## src/rtl/core/qet_pkg.sv

```systemverilog
// shared types, constants and helpers for the quadratic escape time core
`default_nettype none

package qet_pkg;

    localparam int FRAC_BITS_DEF  = 24;
    localparam int COUNT_BITS_DEF = 16;
    localparam int RADIUS_SQ      = 100;
    localparam int CFG_ADDR_BITS  = 4;

    localparam logic [1:0] REG_START_RE   = 2'd0;
    localparam logic [1:0] REG_START_IM   = 2'd1;
    localparam logic [1:0] REG_ITER_LIMIT = 2'd2;

    localparam logic [15:0] ITER_LIMIT_RST = 16'd500;

    typedef struct packed {
        logic signed [31:0] point_re;
        logic signed [31:0] point_im;
    } t_in_item;

    typedef struct packed {
        logic [15:0] steps;
        logic        escaped;
    } t_out_item;

    typedef struct packed {
        logic signed [31:0] start_re;
        logic signed [31:0] start_im;
        logic [15:0]        iter_limit;
    } t_cfg;

    typedef struct packed {
        logic load;
        logic mul;
        logic step;
        logic load_out;
    } t_cmd;

    typedef struct packed {
        logic done;
    } t_status;

    typedef enum logic [1:0] {
        ST_IDLE,
        ST_MUL,
        ST_EVAL,
        ST_HOLD
    } t_state;

    function automatic logic signed [31:0] sat32(input logic signed [64:0] v);
        logic signed [31:0] r;
        if (v > 65'sd2147483647) begin
            r = 32'sh7fffffff;
        end else if (v < -65'sd2147483648) begin
            r = 32'sh80000000;
        end else begin
            r = v[31:0];
        end
        return r;
    endfunction

endpackage

`default_nettype wire

```

## src/rtl/core/qet_regs.sv

```systemverilog
// configuration register file with apb-style access
`default_nettype none

module qet_regs
    import qet_pkg::*;
(
    input  wire logic                     i_clk,
    input  wire logic                     i_rst_n,
    input  wire logic                     psel,
    input  wire logic                     penable,
    input  wire logic                     pwrite,
    input  wire logic [CFG_ADDR_BITS-1:0] paddr,
    input  wire logic [31:0]              pwdata,
    output logic [31:0]                   prdata,
    output logic                          pready,
    output t_cfg                          o_cfg
);

    t_cfg r_cfg;
    logic w_wr;

    assign pready = 1'b1;
    assign w_wr   = psel & penable & pwrite;
    assign o_cfg  = r_cfg;

    always_ff @(posedge i_clk) begin
        if (!i_rst_n) begin
            r_cfg.start_re   <= '0;
            r_cfg.start_im   <= '0;
            r_cfg.iter_limit <= ITER_LIMIT_RST;
        end else if (w_wr) begin
            case (paddr[3:2])
                REG_START_RE:   r_cfg.start_re   <= pwdata;
                REG_START_IM:   r_cfg.start_im   <= pwdata;
                REG_ITER_LIMIT: r_cfg.iter_limit <= pwdata[15:0];
                default: ;
            endcase
        end
    end

    always_comb begin
        case (paddr[3:2])
            REG_START_RE:   prdata = r_cfg.start_re;
            REG_START_IM:   prdata = r_cfg.start_im;
            REG_ITER_LIMIT: prdata = {16'b0, r_cfg.iter_limit};
            default:        prdata = '0;
        endcase
    end

endmodule

`default_nettype wire

```

## config.mk

```make
export PLATFORM = sky130hd
export DESIGN_NAME = qet_regs
export DESIGN_NICKNAME = d
export VERILOG_FILES = /design/src/rtl/core/qet_pkg.sv /design/src/rtl/core/qet_regs.sv
export SDC_FILE = /design/constraint.sdc
export NUM_CORES = 1
export LEC_CHECK = 0
export ABC_AREA = 1
export BUFFER_PORTS_ARGS = -buffer_cell sky130_fd_sc_hd__buf_2
export CORE_MARGIN = 3
export CORE_UTILIZATION = 52
export DETAILED_ROUTE_END_ITERATION = 7
export PLACE_DENSITY = 0.87
export SLEW_MARGIN = 20
export SYNTH_ARGS = -nofsm -noshare
export SYNTH_HDL_FRONTEND = slang
export SYNTH_SLANG_ARGS = --single-unit
```

## constraint.sdc

```tcl
create_clock -name i_clk -period 1.4 [get_ports i_clk]
set_input_delay 0.21 -clock i_clk [delete_from_list [all_inputs] [get_ports i_clk]]
set_output_delay 0.21 -clock i_clk [all_outputs]
set_load 0.03 [all_outputs]
```

# --- Word level (Yosys, flattened, before mapping) ---
# Cells that the tools add are included.
word_totals:
  reg_bits: 80
  mem_bits_ro: 0
  word_cells: 12
  output_inout_bits: 113
  latch_bits: 0
  in_bits: 41
  n_memories: 0
  ram_bits: 0
op_classes:
  bitwise_logic: 2
  n_mul: 0
  n_reduce_logical: 4
  eq_ne: 2
  muxes: 1
  n_lt_le_gt_ge: 0
  shift: 0
  div: 0
  n_addsub: 0
ops:
  columns: ["op", "n"]
  rows:
  - ["one-hot mux 32 bit (3 select lines)", 1]
  - ["AND reduction 2 bit", 3]
  - ["AND 1 bit", 2]
  - ["== test 2 x 1 -> 1 bit (second input constant)", 1]
  - ["== test 2 bit (second input constant)", 1]
  - ["zero test 2 bit", 1]

# --- Depth between registers and ports, before layout ---
depth:
  ltp_word: 3
  ltp_mapped: 7
  depth_no_buf: 5

# --- Worst setup path before layout ---
# No wires, ideal clock.
synth_timing:
  path_kind: "input-to-output"
  start: "input port paddr[3]"
  end: "output port prdata[29]"
  stages: 3
  arrival_ns: 0.978
  path_buffers: 1
  path_slack_ns: 0.212
  required_time_ns: 1.190
  path_cell_list: "nor2_2 -> buf_2 -> a22o_1"
synth_via:
  elab_chain_len: 2
  word_cells_on_any_way: 4
  cone_classes: "eq/ne: 2; mux: 1; reduce/logical: 1"
synth_lines:
  columns: ["element", "line", "source"]
  rows:
  - ["start, declared", "qet_regs.sv:12", "input wire logic [CFG_ADDR_BITS-1:0] paddr,"]
  - ["== test 2 bit, or another cell as far along", "qet_regs.sv:42", "case (paddr[3:2])"]
  - ["one-hot mux 32 bit (3 select lines) (*)", "qet_regs.sv:42", null]
  - ["end, declared", "qet_regs.sv:14", "output logic [31:0] prdata,"]
# Every way passes the cells marked *; elsewhere a longest branch is shown, timed or not.

# --- Final worst setup path ---
layout_timing:
  start: "input port paddr[2]"
  end: "output port prdata[25]"
# The elaborated chain is that of the path after synthesis.

==> results.toml <==
[status]
status = "completed"

[timing]
holdWs_ns = 0.108
setup_tns_ns = 0
finClkSkew_ns = 0
setup_viol = 0
fmax_mhz = 732
report.final.slew_viol_count = 0
finalCritPeriodShare_pct = 97.6
finalHoldViolCount = 0
setup_slack_ns = 0.0337
fin_crit_ns = 1.37

[power]
irDropWorstVdd_mv = 0.558
p_leak_nw = 2.60
report.power.total_mw = 4.86
power_density_nw_per_um2 = 963

[yosys]
seq_area_frac_synth_pct = 43.3
yosysMostFrequentCell = "nor2_1"
synth-main-ff-cell = "dfxtp_1"
syn-cell-area_sq_um = 3700
avgSynthCellArea_sq_um = 6.58
synth_top_area_cell = "dfxtp_1"
yosys-top-cells-area = "dfxtp_1 43%, nor2_1 15%, nand2_1 14%, nand3_1 13%, a22o_1 3.8%"
synthCells = 562
synth_nets = 603
yosys_warnings = 0
synth_top_area_share_pct = 43.3
ys_types = 14
yosys-top-cells-count = "149 x nor2_1, 139 x nand2_1, 97 x nand3_1"
synth_edf_count = 0
ys_ff_latch = 80
ys_async_sr_fraction_pct = 0

[floorplanning]
dieWidth_um = 90.3
die_h_um = 90.3
dieArea_sq_um = 8160
io_pins = 154
rows = 30
coreArea_sq_um = 6830
start_util_pct = 54.1

[detailed_routing]
drc = 0
met3_length_um = 996
highest_layer = "met4"
wl_met1_um = 4400
drt_first_iter_violations = 249
drt_first_pass_iters = 5
wl_met2_um = 5300
drtAntennaViolNets = 0
viasPerCell = 5.12
vias = 4153
wire_per_inst_um = 13.3
wl_um = 10800

[global_routing]
grt_max_degree = 81
grt_util_all_layers_pct = 24.3
antenna_found_initial = 0
grt_pass1_vias = 3737
grt_pass1_wl_um = 16700
grt_overflow = 0

[clock_network]
clkLatencyLatePin_ns = 0.33
htree_levels = 3
clk_pin_slew_ns = 0.08
cts.sink_count = 80
tritoncts.num_buffers = 9
clockBufferDepth = 2
clockRootBuffer = "clkbuf_8"
cts_tree = "yes"
cts_hold_buf = 0

[setup_path]
crit_arrival_ns = 1.16
cp-end-kind = "output pin"
crit_type = "input port to output pin"
crit_path_max_fanout = 10
required_ns = 1.19
startpoint_type = "input port"

[layout]
num-nets-final = 751
largest_reg_flops = 80
area_growth_pct = 36.4
final_cell_area_sq_um = 5040
fillerInstances = 560
drive_gt1_share_pct = 28.0
antennaDiodeCount = 0

[placement]
placed_area_sq_um = 4590
place_congestion = 0.812
numPortBuffers = 150
pre_cts_slack_ns = 0.0139
place_hpwl_um = 6910

[min_path]
hold_class = "input port to flop"

[flow_run]
drv_cap = 0
[timing repair]
action,4_1_cts,5_1_grt
gates resized for setup,0,58
endpoints found under the setup margin,0,17
buffers inserted,0,3
[layer usage]
layer,vias to the layer above,track usage [%]
li1,2048,-
met1,1890,29.9
met2,203,42.8
met3,12,4.50
met4,0,8.29
met5,-,0
[path summary, 6_finish.rpt]
kind / startpoint / to / depth (start not counted) / slack [ns]
min: pwdata[5] / o_cfg[5] / 3 / 0.11
max reg2reg: o_cfg[16] / o_cfg[16] / 2 / 0.79
max: paddr[2] / prdata[25] / 7 / 0.03
min reg2reg: o_cfg[8] / o_cfg[8] / 2 / 0.48
[metrics by stage]
stage,std cells,util [%]
6_report,811,73.8
5_1_grt,811,73.8
3_5_place_dp,786,67.3
2_1_floorplan,562,-
3_3_place_gp,786,67.3
4_1_cts,802,70.3
[power by group]
part           total [mW]  internal (mW)  leakage (nW)  switching [mW]
Combinational       0.765          0.278          1.85           0.487
Clock                1.73          0.927         0.103           0.803
Sequential           2.36           2.32         0.648          0.0391
Total                4.86           3.53          2.60            1.33
[critical path: stages]
cell	delay (ns)
buf_4	0.13
inv_2	0.06
nor2_4	0.16
buf_12	0.15
clkbuf_16	0.16
a22o_1	0.13
buf_4	0.15
[layout by cell type, fill, tap and decap left out, types with 2 or more instances in the layout]
master	instances
a22o_1	16
nand2_1	139
buf_6	5
buf_4	34
nor2_1	148
buf_12	8
inv_1	33
inv_2	2
nand3_1	97
clkbuf_8	11
nor2_2	2
nor2_4	5
buf_2	123
clkbuf_16	4
dfxtp_1	80
[cells by family (layout without fill, tap and decap cells)]
kind of cell / after synthesis / after routing / share of synthesized area [%]
compound gates: 16 / 16 / 3.79
buf+inv: 74 / 227 / 9.00
flops: 80 / 80 / 43.3
other cells: 1 / 1 / 0.101
simple gates: 391 / 391 / 43.8
[final cells by class]
cell class	instances	area (sq um)	share of cell area, %
sequential	80	1600	31.7
tap	96	120	2.38
multi-input combinational	408	1780	35.2
timing repair buffer	176	1210	24.0
clock inverter	4	51.3	1.02
clock buffer	12	155	3.08
inverter	35	131	2.60
Note: power is estimated with default switching activity, not from simulation.
