File: config.mk
export PLATFORM = sky130hd
export DESIGN_NAME = qet_ctrl
export DESIGN_NICKNAME = d
export VERILOG_FILES = /design/src/rtl/core/qet_pkg.sv /design/src/rtl/core/qet_ctrl.sv
export SDC_FILE = /design/constraint.sdc
export NUM_CORES = 1
export LEC_CHECK = 0
export ABC_AREA = 1
export BUFFER_PORTS_ARGS = -buffer_cell sky130_fd_sc_hd__buf_2
export CAP_MARGIN = 5
export CELL_PAD_IN_SITES_DETAIL_PLACEMENT = 0
export CELL_PAD_IN_SITES_GLOBAL_PLACEMENT = 1
export CORE_AREA = 2 2 39 41
export DETAILED_ROUTE_END_ITERATION = 8
export DIE_AREA = 0 0 41 43
export PLACE_DENSITY_LB_ADDON = 0.1
export SYNTH_ARGS = -nofsm -noshare
export SYNTH_HDL_FRONTEND = slang
export SYNTH_SLANG_ARGS = --single-unit
File: constraint.sdc
create_clock -name i_clk -period 0.8 [get_ports i_clk]
set_input_delay 0.16 -clock i_clk [delete_from_list [all_inputs] [get_ports i_clk]]
set_output_delay 0.16 -clock i_clk [all_outputs]
set_load 0.1 [all_outputs]
File: src/rtl/core/qet_pkg.sv
// shared types, constants and helpers for the quadratic escape time core
`default_nettype none

package qet_pkg;

    localparam int FRAC_BITS_DEF  = 24;
    localparam int COUNT_BITS_DEF = 16;
    localparam int RADIUS_SQ      = 100;
    localparam int CFG_ADDR_BITS  = 4;

    localparam logic [1:0] REG_START_RE   = 2'd0;
    localparam logic [1:0] REG_START_IM   = 2'd1;
    localparam logic [1:0] REG_ITER_LIMIT = 2'd2;

    localparam logic [15:0] ITER_LIMIT_RST = 16'd500;

    typedef struct packed {
        logic signed [31:0] point_re;
        logic signed [31:0] point_im;
    } t_in_item;

    typedef struct packed {
        logic [15:0] steps;
        logic        escaped;
    } t_out_item;

    typedef struct packed {
        logic signed [31:0] start_re;
        logic signed [31:0] start_im;
        logic [15:0]        iter_limit;
    } t_cfg;

    typedef struct packed {
        logic load;
        logic mul;
        logic step;
        logic load_out;
    } t_cmd;

    typedef struct packed {
        logic done;
    } t_status;

    typedef enum logic [1:0] {
        ST_IDLE,
        ST_MUL,
        ST_EVAL,
        ST_HOLD
    } t_state;

    function automatic logic signed [31:0] sat32(input logic signed [64:0] v);
        logic signed [31:0] r;
        if (v > 65'sd2147483647) begin
            r = 32'sh7fffffff;
        end else if (v < -65'sd2147483648) begin
            r = 32'sh80000000;
        end else begin
            r = v[31:0];
        end
        return r;
    endfunction

endpackage

`default_nettype wire

File: src/rtl/core/qet_ctrl.sv
// iteration sequencer and output handshake control
`default_nettype none

module qet_ctrl
    import qet_pkg::*;
(
    input  wire logic    i_clk,
    input  wire logic    i_rst_n,
    input  wire logic    i_in_valid,
    output logic         o_in_stall,
    output logic         o_out_valid,
    input  wire logic    i_out_stall,
    input  wire t_status i_status,
    output t_cmd         o_cmd
);

    t_state r_state, n_state;
    logic   r_out_valid, n_out_valid;
    logic   w_out_free;

    assign w_out_free  = ~r_out_valid | ~i_out_stall;
    assign o_in_stall  = r_state != ST_IDLE;
    assign o_out_valid = r_out_valid;

    always_ff @(posedge i_clk) begin
        if (!i_rst_n) begin
            r_state     <= ST_IDLE;
            r_out_valid <= 1'b0;
        end else begin
            r_state     <= n_state;
            r_out_valid <= n_out_valid;
        end
    end

    always_comb begin
        n_state = r_state;
        o_cmd   = '0;
        case (r_state)
            ST_IDLE: begin
                if (i_in_valid) begin
                    o_cmd.load = 1'b1;
                    n_state    = ST_MUL;
                end
            end
            ST_MUL: begin
                o_cmd.mul = 1'b1;
                n_state   = ST_EVAL;
            end
            ST_EVAL: begin
                if (!i_status.done) begin
                    o_cmd.step = 1'b1;
                    n_state    = ST_MUL;
                end else if (w_out_free) begin
                    o_cmd.load_out = 1'b1;
                    n_state        = ST_IDLE;
                end else begin
                    n_state = ST_HOLD;
                end
            end
            ST_HOLD: begin
                if (w_out_free) begin
                    o_cmd.load_out = 1'b1;
                    n_state        = ST_IDLE;
                end
            end
            default: n_state = ST_IDLE;
        endcase
        if (o_cmd.load_out) begin
            n_out_valid = 1'b1;
        end else if (!i_out_stall) begin
            n_out_valid = 1'b0;
        end else begin
            n_out_valid = r_out_valid;
        end
    end

endmodule

`default_nettype wire

# [Word level (Yosys, flattened, before mapping)]
# Cells that the tools add are included.
[word_totals] elab_cells=29 output_inout_bits=6 inputBits=5 ff_bits=3
[classes] muxes=15 n_eq_ne=6 bitwise=3 n_reduce_logical=3
[op_table] operator="1-bit 2-to-1 mux" count=9
[op_table] operator="2-bit 2-to-1 mux" count=4
[op_table] operator="2-bit case mux with 4 select lines" count=1
[op_table] operator="2-bit equality test (second input constant)" count=2
[op_table] operator="2-bit != test (second input constant)" count=2
[op_table] operator="2-bit by 1-bit equality test with 1-bit output (second input constant)" count=1
[op_table] operator="2-bit logical NOT" count=1
[op_table] operator="2-bit by 1-bit != test with 1-bit output (second input constant)" count=1
[op_table] operator="1-bit inverter" count=2
[op_table] operator="1-bit case mux with 2 select lines" count=1
[op_table] operator="2-bit AND reduction" count=1
[op_table] operator="2-bit nonzero test" count=1
[op_table] operator="1-bit OR" count=1

# [Depth between registers and ports, before layout]
# Gate-level depths: netlist of the first run.
[logic_depth] ltp_word=6 ltp_mapped=5 mapped_depth_nobuf=5

# [Worst setup path before layout of the first run]
# OpenSTA, ideal clock, no wires.
[synth_timing] kind="reg2out" startpoint="reg r_state[1]" endpoint="out o_cmd[3] (netlist bit)" arrival_ns=2.461 n_path_buf=0 required_ns=0.640 path_stages_with_launch=4 path_slack_ns=-1.821 cell_sequence="dfxtp_1 inv_2 nand2_1 nor2_1"
[synth_rtl] item="from (decl)" line="qet_ctrl.sv:17" rtl="t_state r_state, n_state;"
[synth_rtl] item="from (signal assigned)" line="qet_ctrl.sv:30" rtl="r_state <= n_state;"
[synth_rtl] item="to (decl)" line="qet_ctrl.sv:14" rtl="output t_cmd o_cmd"

==> results of run 1 <==
through the flow:
step,instance area (sq um),total power [uW],setup WS [ns],utilization (%)
2_1_floorplan,220,457,-0.458,-
3_3_place_gp,399,610,-0.248,28.8
3_5_place_dp,399,612,-0.261,28.8
4_1_cts,468,930,-0.419,33.8
5_1_grt,515,1000,-0.421,37.3
6_report,515,943,-0.383,37.3
registers in the layout, summed over array words and instances (netlist names):
signal,cells
r_state,2
o_out_valid,1
worst max-delay path by stage:
stage           startpoint  endpoint  slack [ns]  cells past startpoint
2_1_floorplan   r_state[1]  o_cmd[3]       -0.46                      3
3_3_place_gp   o_out_valid  o_cmd[0]       -0.25                      4
3_5_place_dp   o_out_valid  o_cmd[0]       -0.26                      4
4_1_cts        o_out_valid  o_cmd[0]       -0.42                      4
5_1_grt         r_state[0]  o_cmd[2]       -0.42                      4
6_report        r_state[0]  o_cmd[1]       -0.38                      4
cell usage after synthesis (all sizes together):
cell type and count:
and3 1, dfxtp 3, nor2 4, a21oi 2, buf 1, inv 8
nand3 1, nand2 9
what timing repair did:
action                     CTS  global route
setup endpoints to repair    8             9
gates cloned                 0             0
setup buffers                2             2
hold buffers                 0             0
pin swaps                    1             3
resized for setup           10             9
layer usage:
metal	share of wire [%]	vias up
met5	0	-
met4	0	0
met3	11	0
met2	49	9
met1	40	89
li1	-	123
worst max-delay path, stage by stage, from the launching register on:
cell,delay [ns]
dfxtp_4,0.36
inv_8,0.08
nand2_4,0.05
nor2_4,0.12
buf_12,0.18
cell usage in the layout, fill, tap and decap left out, types with 2 or more instances in the layout:
cell type,count
buf_12,6
inv_1,5
nand2_4,4
buf_2,4
buf_4,4
nand2_1,3
clkbuf_4,3
dfxtp_4,3
buf_6,3
inv_8,2
nor2_4,2
nor2_1,2
cell families (layout without fill, tap and decap cells):
logic type / Yosys count / count (layout) / synth area share, %
AND/OR/NAND/NOR: 15 / 15 / 36.8
buffers and inverters: 9 / 29 / 22.1
flip-flops: 3 / 3 / 35.3
AO/OA/AOI/OAI: 2 / 2 / 5.88
power groups by stage:
| stage | sequential, uW | clock [uW] | combinational, uW |
|---|---|---|---|
| 3_5_place_dp | 174 | 0 | 438 |
| 2_1_floorplan | 189 | 0 | 268 |
| 5_1_grt | 183 | 298 | 520 |
| 4_1_cts | 176 | 288 | 467 |
| 6_report | 182 | 267 | 494 |
| 3_3_place_gp | 173 | 0 | 436 |
area by class of cell:
type / count / area, sq um / share of cell area [%]
timing repair buffer: 17 / 204 / 39.6
multi-input combinational: 17 / 145 / 28.2
sequential: 3 / 71.3 / 13.8
inverter: 8 / 48.8 / 9.47
clock buffer: 4 / 26.3 / 5.10
tap: 16 / 20.0 / 3.88
==> flow_metrics.py, run 1 <==
metrics = {
    "run_status": {
        "outcome": "finished, violations left",
        "violations": "negative setup slack",
    },
    "grt": {
        "grt_pass1_vias": 217,
        "grt_pass1_wl_um": 869,
        "grt_max_degree": 5,
        "grt-busiest-layer": "met4",
        "grt_remaining_overflow": 0,
        "gr-usage-met3_pct": 1.57,
        "grt_usage_pct": 7.82,
        "met2_usage_pct": 9.38,
        "antenna_found_initial": 0,
        "use_met1_pct": 9.58,
    },
    "routing": {
        "routed_wl_um": 514,
        "drt_iter0_markers": 2,
        "drc": 0,
        "vias": 221,
        "first_pass_iters": 2,
        "viasPerCell": 3.40,
        "wl_per_cell_um": 7.91,
        "final_antenna_net_count": 0,
    },
    "yosys": {
        "synth_warnings": 0,
        "ys_types": 10,
        "synth_top_area_share_pct": 35.3,
        "syn_nets": 34,
        "yosys.area.top_type": "dfxtp_1",
        "ys_ff_latch": 3,
        "avgSynthCellArea_sq_um": 5.87,
        "syn_inst": 29,
        "ys_seq_area_share_pct": 35.3,
        "synth_area_leaders": "dfxtp_1 35%, nand2_1 18%, inv_1 15%",
        "syn-cell-area_sq_um": 170,
    },
    "clock_network": {
        "cts-buffers-inserted": 3,
        "clock_latency_ns": 0.23,
        "cts_tree": "done",
        "clock_sinks": 3,
        "h-tree-depth": 1,
        "cts-root-buf": "clkbuf_4",
        "cts.clk_slew.worst_paths_ns": 0.04,
        "clockBufferDepth": 2,
    },
    "setup_path": {
        "end_kind": "output pin",
        "r2r_slack_ns": -0.11,
        "r2r-end": "o_out_valid",
        "cp.arrival_ns": 1.02,
        "crit_type": "register to output pin",
        "cp_data_required_time_ns": 0.64,
        "reg2reg_from": "r_state[0]",
        "cp_max_fo": 4,
        "r2r_cells": 5,
        "start_kind": "register",
    },
    "final_layout": {
        "fin_nets": 55,
        "fillCellCount": 145,
        "layout.cells.non_filler": 65,
        "final_layout_size_suffix_gt1_share_pct": 71.4,
        "num_antenna_cells": 0,
        "syn_to_final_growth_pct": 203,
    },
    "floorplanning": {
        "fp-row-count": 14,
        "die_area_sq_mm": 0.00176,
        "die-width_um": 41,
        "core_sq_mm": 0.00138,
        "io_pins": 11,
        "initial_utilization_pct": 12.3,
        "die_y_um": 43,
    },
    "timing": {
        "final.period_utilization_pct": 148,
        "tightest_slew_ns": 0.171,
        "max_freq_mhz": 846,
        "rsz0062_at_grt": "true",
        "whs_ns": 0.162,
        "setup_viol": 9,
        "skew_ns": 0.00486,
        "slew_violations": 0,
        "postLayoutSetupSlackWorst_ns": -0.383,
        "finalSetupTns_ns": -2.30,
        "finalCriticalPeriod_ns": 1.18,
        "hold_violations": 0,
        "slew_headroom_pct": 88.6,
    },
    "placed_design": {
        "dp_hpwl_um": 399,
        "routabilityCongestion": 0.675,
        "dpl.cell_count": 58,
        "io_buffer_count": 10,
    },
    "pwr": {
        "p_clk_share_pct": 28.3,
        "p_sw_uw": 399,
        "p_per_area_mw_per_mm2": 1830,
        "power_frac_seq_pct": 19.2,
        "ir_drop_v": 0.000766,
        "p_leak_uw": 0.000251,
        "combPwrFrac_pct": 52.4,
        "p_int_uw": 544,
        "switching_share_pct": 42.3,
    },
    "worst_hold_path": {
        "min_path_type": "primary input to register",
        "hold_depth": 3,
        "hp-start": "i_rst_n",
        "hold_path_end": "o_out_valid",
    },
    "flow_run": {
        "cap_viol_max_count": 0,
    },
}
No activity file was read; power rests on OpenSTA's default activity.
==> run 2, diff against run 1 <==
--- a/config.mk
+++ b/config.mk
@@ -10,9 +10,9 @@
 export CAP_MARGIN = 5
 export CELL_PAD_IN_SITES_DETAIL_PLACEMENT = 0
 export CELL_PAD_IN_SITES_GLOBAL_PLACEMENT = 1
-export CORE_AREA = 2 2 39 41
+export CORE_AREA = 4 4 41 43
 export DETAILED_ROUTE_END_ITERATION = 8
-export DIE_AREA = 0 0 41 43
+export DIE_AREA = 0 0 45 47
 export PLACE_DENSITY_LB_ADDON = 0.1
 export SYNTH_ARGS = -nofsm -noshare
 export SYNTH_HDL_FRONTEND = slang
==> constraint.sdc (replaced) <==
create_clock -name i_clk -period 1.1 [get_ports i_clk]
set_input_delay 0.22 -clock i_clk [delete_from_list [all_inputs] [get_ports i_clk]]
set_output_delay 0.22 -clock i_clk [all_outputs]
set_load 0.1 [all_outputs]
==> run 2 against run 1 <==
The flow still finishes with violations (negative setup slack). Critical endpoint unchanged. Core utilization shrank 0.62 points. Highest routed layer unchanged. Wire length grew 4.1%. Cell area shrank 7.5%. Critical path depth is the same.
==> flow_metrics.py, run 2 (synthesis results as in run 1) <==
metrics = {
    "run_status": {
        "outcome": "finished, violations left",
        "violations": "negative setup slack",
    },
    "timing": {
        "slew_violations": 0,
        "setup_viol": 5,
        "finalCriticalPeriod_ns": 1.25,
        "tightest_slew_ns": 0.179,
        "skew_ns": 0.00175,
        "rsz0062_at_grt": "true",
        "final.period_utilization_pct": 113,
        "slew_headroom_pct": 88.0,
        "max_freq_mhz": 801,
        "postLayoutSetupSlackWorst_ns": -0.148,
        "hold_violations": 0,
        "whs_ns": 0.223,
    },
    "final_layout": {
        "syn_to_final_growth_pct": 180,
        "num_antenna_cells": 0,
        "fin_util_pct": 36.6,
        "final_common_cell": "buf_12",
        "largest-register": "r_state",
        "layout_common_cells": "6 x buf_12, 5 x inv_1, 4 x nand2_1, 4 x buf_2",
        "fin_nets": 52,
        "fillCellCount": 139,
        "layout.cells.non_filler": 61,
        "final_layout_size_suffix_gt1_share_pct": 67.4,
        "largest_register_ffs": 2,
        "final_cell_area_sq_um": 477,
    },
    "pwr": {
        "ir_drop_v": 0.000695,
        "p_int_uw": 372,
        "p_per_area_mw_per_mm2": 1360,
        "switching_share_pct": 42.8,
        "p_leak_uw": 0.000232,
        "combPwrFrac_pct": 50.6,
        "p_clk_share_pct": 29.2,
        "power_frac_seq_pct": 20.2,
        "p_sw_uw": 278,
    },
    "floorplanning": {
        "die-width_um": 45,
        "die_y_um": 47,
        "io_pins": 11,
        "die_area_sq_mm": 0.00212,
        "core_sq_mm": 0.00130,
        "initial_utilization_pct": 13.1,
        "fp-row-count": 13,
    },
    "placed_design": {
        "routabilityCongestion": 0.753,
        "io_buffer_count": 10,
        "dpl.cell_count": 55,
        "dpl_worst_slack_ns": -0.0375,
        "dpl_cell_area_sq_um": 383,
    },
    "routing": {
        "routed_wl_um": 535,
        "first_pass_iters": 4,
        "wl_per_cell_um": 8.77,
        "drc": 0,
        "final_antenna_net_count": 0,
        "vias": 232,
        "viasPerCell": 3.80,
        "drt_iter0_markers": 7,
    },
    "grt": {
        "antenna_found_initial": 0,
        "grt_remaining_overflow": 0,
        "grt_pass1_vias": 216,
        "grt_pass1_wl_um": 855,
        "grt_usage_pct": 6.39,
        "grt_max_degree": 5,
    },
    "clock_network": {
        "clock_sinks": 3,
        "cts_tree": "done",
        "clock_latency_ns": 0.23,
        "clockBufferDepth": 2,
        "cts_hold_buf": 0,
        "cts-root-buf": "clkbuf_4",
        "cts-buffers-inserted": 3,
        "h-tree-depth": 1,
        "cts.clk_slew.worst_paths_ns": 0.04,
    },
    "setup_path": {
        "crit_path_top_delay_cell": "dfxtp_4",
        "end_kind": "output pin",
        "start_kind": "register",
        "critPathBufInv": 2,
        "cp_data_required_time_ns": 0.88,
        "cp_max_fo": 4,
        "crit_type": "register to output pin",
        "cp_slowest_stage_delay_ns": 0.35,
        "critical-path-top-delay-family": "flip-flops",
        "r2r_slack_ns": 0.19,
        "cp.arrival_ns": 1.03,
        "cp_cell_sequence": "inv_8 -> nand2_4 -> nor2_4 -> buf_12",
    },
    "flow_run": {
        "cap_viol_max_count": 0,
    },
    "worst_hold_path": {
        "min_path_type": "primary input to register",
    },
}
[run 2: changes by cell type in the layout (fill, tap and decap cells not counted), sizes merged]
cell,previous run,this run
buf,17,14
[run 2: cell type report]
class | instances | area [sq um] | share of cell area [%]
well taps | 15 | 18.8 | 3.94
flip-flops and latches | 3 | 71.3 | 15.0
multi-input cells | 17 | 138 | 28.9
repair buffers | 14 | 174 | 36.5
clock buffers | 4 | 26.3 | 5.51
inverters | 8 | 48.8 | 10.2
[run 2: worst reg2reg max path: cells and delay by family, from the launching register on]
kind | cells | cell delay (ns)
AO/OA/AOI/OAI | 1 | 0.13
flip-flops | 1 | 0.35
buffers and inverters | 2 | 0.21
AND/OR/NAND/NOR | 2 | 0.11
[run 2: final timing paths]
check                           cells past startpoint  startpoint           to
worst max-delay path                                4  r_state[0]     o_cmd[1]
worst min-delay path                                3     i_rst_n  o_out_valid
worst max register to register                      5  r_state[0]  o_out_valid
worst min register to register                      3  r_state[0]   r_state[0]
[run 2: repair_timing]
action	in CTS	in global routing
endpoints found under the setup margin	5	6
resized for setup	10	6
pin swaps	2	2
setup buffers	2	0
endpoints found under the hold margin	0	0
[run 2: metrics by stage]
| step | setup TNS (ns) | power, uW |
|---|---|---|
| final | -0.558 | 650 |
| after floorplan | -0.451 | 332 |
| after CTS | -0.625 | 658 |
| after detailed placement | -0.0375 | 434 |
| after global placement | -0.0251 | 433 |
| after global routing | -0.782 | 690 |
[run 2: metal layers]
layer  vias up  track usage, %  share of wire, %
met4         0            3.51                 0
met3         0            5.75               9.3
met2        10            9.89                55
met1       103            5.66                35
met5         -               0                 0
li1        119               -                 -
[run 2: power by group through the flow]
stage	registers [uW]	logic (uW)	clock network, uW
6_report	131	329	190
5_1_grt	132	343	215
4_1_cts	128	328	201
3_5_place_dp	127	307	0
3_3_place_gp	126	307	0
2_1_floorplan	137	195	0
